[src/sv/tsv_pkg.sv]
// ---------------------------------------------------------------------------
// tsv_pkg: shared types and constants
// Request and status codes, header offsets and the item/result structs.
// ---------------------------------------------------------------------------
package tsv_pkg;

	localparam int DATA_W = 32;
	localparam int ADDR_W = 3;

	// register indexes (byte address = 4 * index)
	localparam logic REG_MAX_NAME_LEN = 1'b0;
	localparam logic [15:0] MAX_NAME_LEN_RST = 16'd255;

	// request codes
	localparam logic [1:0] REQ_BYTE   = 2'd0;
	localparam logic [1:0] REQ_ABSENT = 2'd1;
	localparam logic [1:0] REQ_EMPTY  = 2'd2;

	// status codes
	localparam logic [1:0] ST_VALID     = 2'd0;
	localparam logic [1:0] ST_ABSENT    = 2'd1;
	localparam logic [1:0] ST_MALFORMED = 2'd2;

	localparam logic [16:0] COUNT_MAX   = 17'h1FFFF;
	localparam logic [16:0] NAME_OFFSET = 17'd5;
	localparam logic [7:0]  HOST_NAME_TYPE = 8'd0;
	localparam logic [17:0] LIST_HDR_LEN = 18'd2;   // bytes of the list length field
	localparam logic [16:0] NAME_HDR_LEN = 17'd3;   // name type + name length

	// header byte positions
	localparam logic [16:0] POS_LIST_HI = 17'd0;
	localparam logic [16:0] POS_LIST_LO = 17'd1;
	localparam logic [16:0] POS_TYPE    = 17'd2;
	localparam logic [16:0] POS_NAME_HI = 17'd3;
	localparam logic [16:0] POS_NAME_LO = 17'd4;

	typedef struct packed {
		logic [1:0] req_type;
		logic [7:0] data_byte;
		logic       last_byte;
	} item_t;

	typedef struct packed {
		logic        emit;
		logic [1:0]  status;
		logic [15:0] name_length;
	} result_t;

endpackage

[src/sv/tsv_regs.sv]
// ---------------------------------------------------------------------------
// tsv_regs: configuration register file
// APB-style slave holding max_name_len; pready tied high.
// ---------------------------------------------------------------------------
module tsv_regs (
	input  logic                        clk,
	input  logic                        arst_n,
	input  logic                        psel,
	input  logic                        penable,
	input  logic                        pwrite,
	input  logic [tsv_pkg::ADDR_W-1:0]  paddr,
	input  logic [tsv_pkg::DATA_W-1:0]  pwdata,
	output logic [tsv_pkg::DATA_W-1:0]  prdata,
	output logic                        pready,
	output logic [15:0]                 max_name_len
);
	import tsv_pkg::*;

	logic [15:0] max_name_len_q;
	logic        reg_hit;

	// word index lives at paddr[2]; low bits are byte offset
	assign reg_hit = (paddr[2] == REG_MAX_NAME_LEN);

	always_ff @(posedge clk or negedge arst_n) begin
		if (!arst_n) begin
			max_name_len_q <= MAX_NAME_LEN_RST;
		end else if (psel && penable && pwrite && reg_hit) begin
			max_name_len_q <= pwdata[15:0];
		end
	end

	assign pready       = 1'b1;
	assign prdata       = reg_hit ? {{(DATA_W-16){1'b0}}, max_name_len_q} : '0;
	assign max_name_len = max_name_len_q;

endmodule

[src/sv/tsv_parse.sv]
// ---------------------------------------------------------------------------
// tsv_parse: extension byte parser
// Holds per-extension state and forms the verdict for the current byte.
// ---------------------------------------------------------------------------
module tsv_parse (
	input  logic             clk,
	input  logic             arst_n,
	input  logic             fire,
	input  tsv_pkg::item_t   item,
	input  logic [15:0]      max_name_len,
	output tsv_pkg::result_t res
);
	import tsv_pkg::*;

	logic [16:0] byte_count_q;
	logic [15:0] list_length_q;
	logic [15:0] host_length_q;
	logic        bad_seen_q;

	logic [15:0] list_n;
	logic [15:0] host_n;
	logic        bad_n;
	logic [16:0] count_n;
	logic [16:0] name_end;
	logic [17:0] total;
	logic        ok;

	assign name_end = {1'b0, host_length_q} + NAME_OFFSET;

	always_comb begin
		list_n = list_length_q;
		host_n = host_length_q;
		bad_n  = bad_seen_q;
		priority if (byte_count_q == POS_LIST_HI) begin
			list_n = {item.data_byte, 8'h00};
		end else if (byte_count_q == POS_LIST_LO) begin
			list_n = {list_length_q[15:8], item.data_byte};
		end else if (byte_count_q == POS_TYPE) begin
			if (item.data_byte != HOST_NAME_TYPE) bad_n = 1'b1;
		end else if (byte_count_q == POS_NAME_HI) begin
			host_n = {item.data_byte, 8'h00};
		end else if (byte_count_q == POS_NAME_LO) begin
			host_n = {host_length_q[15:8], item.data_byte};
		end else if (byte_count_q < name_end) begin
			if (item.data_byte == 8'h00) bad_n = 1'b1;
		end else begin
			// trailing bytes past the name are ignored
		end
	end

	assign count_n = (byte_count_q != COUNT_MAX) ? byte_count_q + 17'd1 : byte_count_q;
	assign total   = {1'b0, byte_count_q} + 18'd1;

	assign ok = (total >= LIST_HDR_LEN)
		&& (total >= LIST_HDR_LEN + {2'b00, list_n})
		&& ({1'b0, list_n} >= NAME_HDR_LEN)
		&& !bad_n
		&& ({1'b0, host_n} + NAME_HDR_LEN == {1'b0, list_n})
		&& (host_n != 16'd0)
		&& (host_n <= max_name_len);

	always_comb begin
		res = '0;
		unique case (item.req_type)
			REQ_ABSENT: begin
				res.emit   = 1'b1;
				res.status = ST_ABSENT;
			end
			REQ_EMPTY: begin
				res.emit   = 1'b1;
				res.status = ST_MALFORMED;
			end
			REQ_BYTE: begin
				res.emit        = item.last_byte;
				res.status      = ok ? ST_VALID : ST_MALFORMED;
				res.name_length = ok ? host_n : 16'd0;
			end
			default: begin
				// unused code: no result
			end
		endcase
	end

	always_ff @(posedge clk or negedge arst_n) begin
		if (!arst_n) begin
			byte_count_q  <= '0;
			list_length_q <= '0;
			host_length_q <= '0;
			bad_seen_q    <= 1'b0;
		end else if (fire) begin
			if (item.req_type == REQ_ABSENT || item.req_type == REQ_EMPTY ||
			    (item.req_type == REQ_BYTE && item.last_byte)) begin
				byte_count_q  <= '0;
				list_length_q <= '0;
				host_length_q <= '0;
				bad_seen_q    <= 1'b0;
			end else if (item.req_type == REQ_BYTE) begin
				byte_count_q  <= count_n;
				list_length_q <= list_n;
				host_length_q <= host_n;
				bad_seen_q    <= bad_n;
			end
		end
	end

	a_clear_after_result: assert property (@(posedge clk) disable iff (!arst_n)
		fire && res.emit |=> byte_count_q == 17'd0 && !bad_seen_q)
		else $error("parser state not cleared after result");

	a_valid_len_bounded: assert property (@(posedge clk) disable iff (!arst_n)
		res.emit && res.status == ST_VALID |->
			res.name_length != 16'd0 && res.name_length <= max_name_len)
		else $error("valid verdict with out-of-range length");

endmodule

[src/sv/tls_sni_extension_validator.sv]
// Path: an accepted transfer goes through one input register, then the parse logic into
//   the result register, which drives out_valid.
// Throughput: one item per cycle; an item with a result waits in the input register
//   only while out_valid is high and out_ready is low.
// Reset (arst_n low, asynchronous): pipeline and result emptied, parser state cleared,
//   max_name_len back to 255.
// ---------------------------------------------------------------------------
// tls_sni_extension_validator: TLS server_name extension checker
// Streams extension bytes and reports one verdict per extension.
// ---------------------------------------------------------------------------
module tls_sni_extension_validator (
	input  logic                        clk,
	input  logic                        arst_n,
	// configuration port
	input  logic                        psel,
	input  logic                        penable,
	input  logic                        pwrite,
	input  logic [tsv_pkg::ADDR_W-1:0]  paddr,
	input  logic [tsv_pkg::DATA_W-1:0]  pwdata,
	output logic [tsv_pkg::DATA_W-1:0]  prdata,
	output logic                        pready,
	// input channel
	input  logic                        in_valid,
	output logic                        in_ready,
	input  logic [1:0]                  req_type,
	input  logic [7:0]                  data_byte,
	input  logic                        last_byte,
	// result channel
	output logic                        out_valid,
	input  logic                        out_ready,
	output logic [1:0]                  status,
	output logic [15:0]                 name_length
);
	import tsv_pkg::*;

	logic [15:0] max_name_len;

	// input register
	logic    valid_s1;
	item_t   item_s1;
	logic    advance;      // stage-1 item moves through the parser this cycle
	result_t res;

	// result register
	logic        out_valid_q;
	logic [1:0]  status_q;
	logic [15:0] name_length_q;
	logic        out_load;

	tsv_regs u_regs (
		.clk          (clk),
		.arst_n       (arst_n),
		.psel         (psel),
		.penable      (penable),
		.pwrite       (pwrite),
		.paddr        (paddr),
		.pwdata       (pwdata),
		.prdata       (prdata),
		.pready       (pready),
		.max_name_len (max_name_len)
	);

	tsv_parse u_parse (
		.clk          (clk),
		.arst_n       (arst_n),
		.fire         (advance),
		.item         (item_s1),
		.max_name_len (max_name_len),
		.res          (res)
	);

	// An item that yields no result never waits; one that does waits only
	// while the result register holds an untaken transfer.
	assign advance  = valid_s1 && (!res.emit || !out_valid_q || out_ready);
	assign in_ready = !valid_s1 || advance;
	assign out_load = advance && res.emit;

	always_ff @(posedge clk or negedge arst_n) begin
		if (!arst_n) begin
			valid_s1 <= 1'b0;
		end else if (in_ready) begin
			valid_s1 <= in_valid;
		end
	end

	always_ff @(posedge clk) begin
		if (in_valid && in_ready) begin
			item_s1.req_type  <= req_type;
			item_s1.data_byte <= data_byte;
			item_s1.last_byte <= last_byte;
		end
	end

	always_ff @(posedge clk or negedge arst_n) begin
		if (!arst_n) begin
			out_valid_q <= 1'b0;
		end else if (out_load) begin
			out_valid_q <= 1'b1;
		end else if (out_ready) begin
			out_valid_q <= 1'b0;
		end
	end

	always_ff @(posedge clk) begin
		if (out_load) begin
			status_q      <= res.status;
			name_length_q <= res.name_length;
		end
	end

	assign out_valid   = out_valid_q;
	assign status      = status_q;
	assign name_length = name_length_q;

	// a stalled stage-1 item must not be dropped
	a_s1_hold: assert property (@(posedge clk) disable iff (!arst_n)
		valid_s1 && !advance |=> valid_s1 && $stable(item_s1))
		else $error("stage-1 item lost while stalled");

	// result register never overwritten before it is taken
	a_no_overwrite: assert property (@(posedge clk) disable iff (!arst_n)
		out_load |-> !out_valid_q || out_ready)
		else $error("result overwritten before transfer");

	a_len_zero_unless_valid: assert property (@(posedge clk) disable iff (!arst_n)
		out_valid_q && status_q != ST_VALID |-> name_length_q == 16'd0)
		else $error("nonzero name_length on non-valid status");

endmodule
[config.mk]
export PLATFORM = sky130hd
export DESIGN_NAME = tls_sni_extension_validator
export DESIGN_NICKNAME = d
export VERILOG_FILES = /design/src/sv/tsv_pkg.sv /design/src/sv/tsv_regs.sv /design/src/sv/tsv_parse.sv /design/src/sv/tls_sni_extension_validator.sv
export SDC_FILE = /design/constraint.sdc
export NUM_CORES = 1
export LEC_CHECK = 0
export ABC_AREA = 1
export ABC_CLOCK_PERIOD_IN_PS = 9790
export BUFFER_PORTS_ARGS = -buffer_cell sky130_fd_sc_hd__buf_2
export CORE_ASPECT_RATIO = 0.9
export CORE_UTILIZATION = 58
export DETAILED_ROUTE_END_ITERATION = 10
export PLACE_DENSITY = 0.83
export SETUP_SLACK_MARGIN = 0.1
export SLEW_MARGIN = 20
export SYNTH_ARGS = -nofsm -noshare
export SYNTH_HDL_FRONTEND = slang
export SYNTH_HIERARCHICAL = 1
export SYNTH_SLANG_ARGS = --single-unit
[constraint.sdc]
create_clock -name clk -period 9.79 [get_ports clk]
set_input_delay 0 -clock clk [delete_from_list [all_inputs] [get_ports clk]]
set_output_delay 0 -clock clk [all_outputs]
set_load 0.02 [all_outputs]
==> summary.md <==
| Metric | Value |
|---|---|
| FF+latch count, synth | `97` |
| Max clock buf depth | `2` |
| Crit path required time | `roughly 10 ns` |
| Reg2reg end | `name_length[15]` |
| Number of global-route vias before repair | `about 6,900` |
| Later-pin clock latency in the skew report | `about 0.36 ns` |
| Worst slew margin | `a little over a quarter` |
| Clock transition at path regs | `around 0.08 ns` |
| Most common cell in the netlist | `nand2_1` |
| Critical Path End Type | `flop` |
| Vias/cell | `~5.5` |
| Per-cell routed wire length | `15.52 µm` |
| Initial detailed-routing violation count | `roughly 930` |
| Setup violators final | `0` |
| Final Hold Viols | `0` |
| Post-CTS Setup Bufs | `0` |
| Cell repeated most along the worst path | `nand3_1` |
| Max-cap viol count | `0` |
| Total negative setup slack | `0 ns` |
| CTS buffer count | `9` |
| Area leader, netlist | `dfrtp_1` |
| All-Layer GR Usage | `between 30% and 40%` |
| Fmax achieved | `about 180 MHz` |
| WHS Path Cells | `5` |
| RSZ-0062 raised after global routing | `false` |
| R2r startpoint | `u_parse/byte_count_q[0]` |
| Slack of the critical path | `roughly 4.4 ns` |
| HP Start | `psel` |
| Hold crit path type | `input port to flop` |
| Lkg Pwr | `4.689 nW` |
| First-pass GRT wire length | `~34 mm` |
| Site Rows | `40` |
| Synthesized area per cell | `7.236 µm²` |
| Post-synth EDFFs | `29` |
| Initial antenna violation count | `0` |
| Grt total ovfl | `0` |
| DRC viols | `2` |
| Cell count of the worst reg-to-reg path | `26` |
| Tcrit/Tclk final | `55.43%` |
| Root Driver | `clkbuf_16` |
| Die Area | `~14,000 µm²` |
| Crit Path Class | `flop to flop` |
| Largest net degree at the start of global routing | `69` |
| Ports | `106` |
| Yosys cell types | `46` |
| CTS tree | `built` |
| Failing checks | `design-rule violations` |
| Main area contributors after synthesis | `dfrtp_1 19%, nand2_1 13%, edfxtp_1 11%` |
| Fin crit period | `5.427 ns` |
| Maximum fanout along the worst path | `23` |
| Die W | `125.3 µm` |
| R2r setup slk | `4.36 ns` |
| Ys async rst share | `roughly 70%` |
| Area delta synth->final | `12.31%` |
| Die height | `between 100 and 150 µm` |
| Setup WS pre-CTS | `4.482 ns` |
| Antenna fix cells | `0` |
| Max Slew Vio Count | `0` |
| CP max stage delay | `roughly 0.6 ns` |
| Max H-tree Level | `3` |
| Cell count after synthesis | `1,097` |
| Initial Util | `between 50% and 60%` |
| Most instantiated cells after synthesis | `280 x nand2_1, 172 x inv_1, 106 x nor2_1, 83 x nand3_1, 61 x ha_1` |
| Worst-margin pin slew | `about 1.1 ns` |
| Worst EP arrival | `between 5 and 6 ns` |
| Port bufs | `70` |
| Startpoint Class | `flop` |
| RD Place Congestion | `between 0.9 and 1` |
| PwrDens | `roughly 170 nW/µm²` |
| Layout Skew | `just under 0.009 ns` |
| Share of the synthesized area in the top cell type | `between 10% and 20%` |
| Final layout net count | `roughly 1,300` |
| Share of cells above drive strength 1 | `around 15%` |
| Max VDD drop | `between 0.2 and 0.25 mV` |
| Main synth FF type | `dfrtp_1` |
| Routed WL | `between 20 and 25 mm` |
| Hold endpoint | `u_regs/max_name_len[7]` |
| CTS sink cnt | `97` |
| Mapped Area | `a little under 8000 µm²` |
| Synth Warn # | `6` |
| Via count | `7,512` |
| Outcome | `finished, violations left` |
| Crit-path slowest cell | `o21ai_0` |
| TritonRoute pass-1 iters | `9` |
| Detailed placement HPWL | `between 15 and 20 mm` |
| Post-route ant nets | `0` |
| Placeable Area | `13,360 µm²` |
| Sequential area share after synthesis | `32.53%` |
==> power breakdown <==
group	switching (mW)	internal (mW)
Clock	0.180	0.183
Sequential	0.0287	0.463
Combinational	0.458	0.209
Total	0.667	0.855
==> placed cells by master, fill, tap and decap left out, types with 3 or more instances in the layout <==
cell             n
nand3_2          4
dfstp_2          8
nand2_4          6
nand4_1         19
nand2_1        280
nor2_8           3
buf_2           70
inv_1          172
a21oi_1         24
edfxtp_1        29
nor2_4           8
clkbuf_16        9
dlygate4sd3_1   31
conb_1          17
nand3_1         83
o21ai_0         29
nand2_2         20
dfrtp_1         60
ha_1            61
buf_4            3
nor2_2          19
clkinv_1         4
o21ai_1          5
inv_2           12
nor3_1           9
xor2_1          37
o22ai_1         35
nor2_1         106
==> worst max-delay path by stage <==
stage	cells past startpoint	slack [ns]	to	start
floorplan	33	5.51	name_length[5]	u_parse/byte_count_q[1]
finish	26	4.36	name_length[15]	u_parse/byte_count_q[0]
detailed placement	26	4.48	name_length[15]	u_parse/byte_count_q[0]
CTS	26	4.45	name_length[2]	u_parse/byte_count_q[0]
global route	26	3.94	name_length[15]	u_parse/byte_count_q[0]
global placement	26	4.64	name_length[15]	u_parse/byte_count_q[0]
==> metal layers <==
| metal | vias up | wire length [µm] | track usage (%) |
|---|---|---|---|
| met5 | - | 37 | 2.076 |
| met4 | 2 | 593 | 12.11 |
| met3 | 53 | 1847 | 6.099 |
| met2 | 362 | 9707 | 50.24 |
| met1 | 3440 | 8954 | 39.33 |
| li1 | 3655 | - | - |
==> logic make-up after synthesis <==
group	share of synthesized area, %
flops	32.53
xor+xnor	4.193
buf+inv	12.41
simple gates	33.23
other cells	0.09461
compound gates	7.929
fa+ha+maj	9.615
==> critical path: cells and delay by family, from the launching register on <==
family | cells | cell delay, ns
buffers and inverters | 3 | 0.51
flip-flops | 1 | 0.43
adder cells (fa/ha/maj) | 2 | 0.50
AND/OR/NAND/NOR | 18 | 3.05
AO/OA/AOI/OAI | 2 | 0.70
XOR/XNOR | 1 | 0.10
==> timing repair <==
item,4_1_cts,5_1_grt
hold buffers,31,0
endpoints found under the hold margin,89,0
resized for setup,0,0
==> layout make-up <==
class                   instances  area (µm²)
repair buffers                104       683.2
fillers                      1169        4448
clock inverters                 7       81.33
flip-flops and latches         97        2582
clock buffers                   9       225.2
multi-input cells             789        4427
inverters                     188       705.7
well taps                     168       210.2
==> state kept, by name (all words and copies together), names as in the netlist <==
| signal | cells |
|---|---|
| u_parse/byte_count_q | 17 |
| name_length | 16 |
| u_parse/host_length_q | 16 |
| u_parse/list_length_q | 16 |
| u_regs/max_name_len | 16 |
| item_s1 | 11 |
| status | 2 |
| out_valid | 1 |
| u_parse/bad_seen_q | 1 |
| valid_s1 | 1 |
==> metrics by stage <==
| step | cells | hold WS [ns] | utilization, % | power [mW] | cell area [µm²] |
|---|---|---|---|---|---|
| floorplan | 1112 | -0.2956 | - | 0.9923 | 7994 |
| global placement | 1315 | 0.1774 | 62.10 | 1.119 | 8298 |
| detailed placement | 1315 | 0.1781 | 62.10 | 1.135 | 8298 |
| CTS | 1362 | 0.07492 | 66.71 | 1.512 | 8915 |
| global route | 1362 | 0.1138 | 66.71 | 1.622 | 8915 |
| finish | 1362 | 0.09456 | 66.71 | 1.522 | 8915 |
No activity file was read; power rests on OpenSTA's default activity.
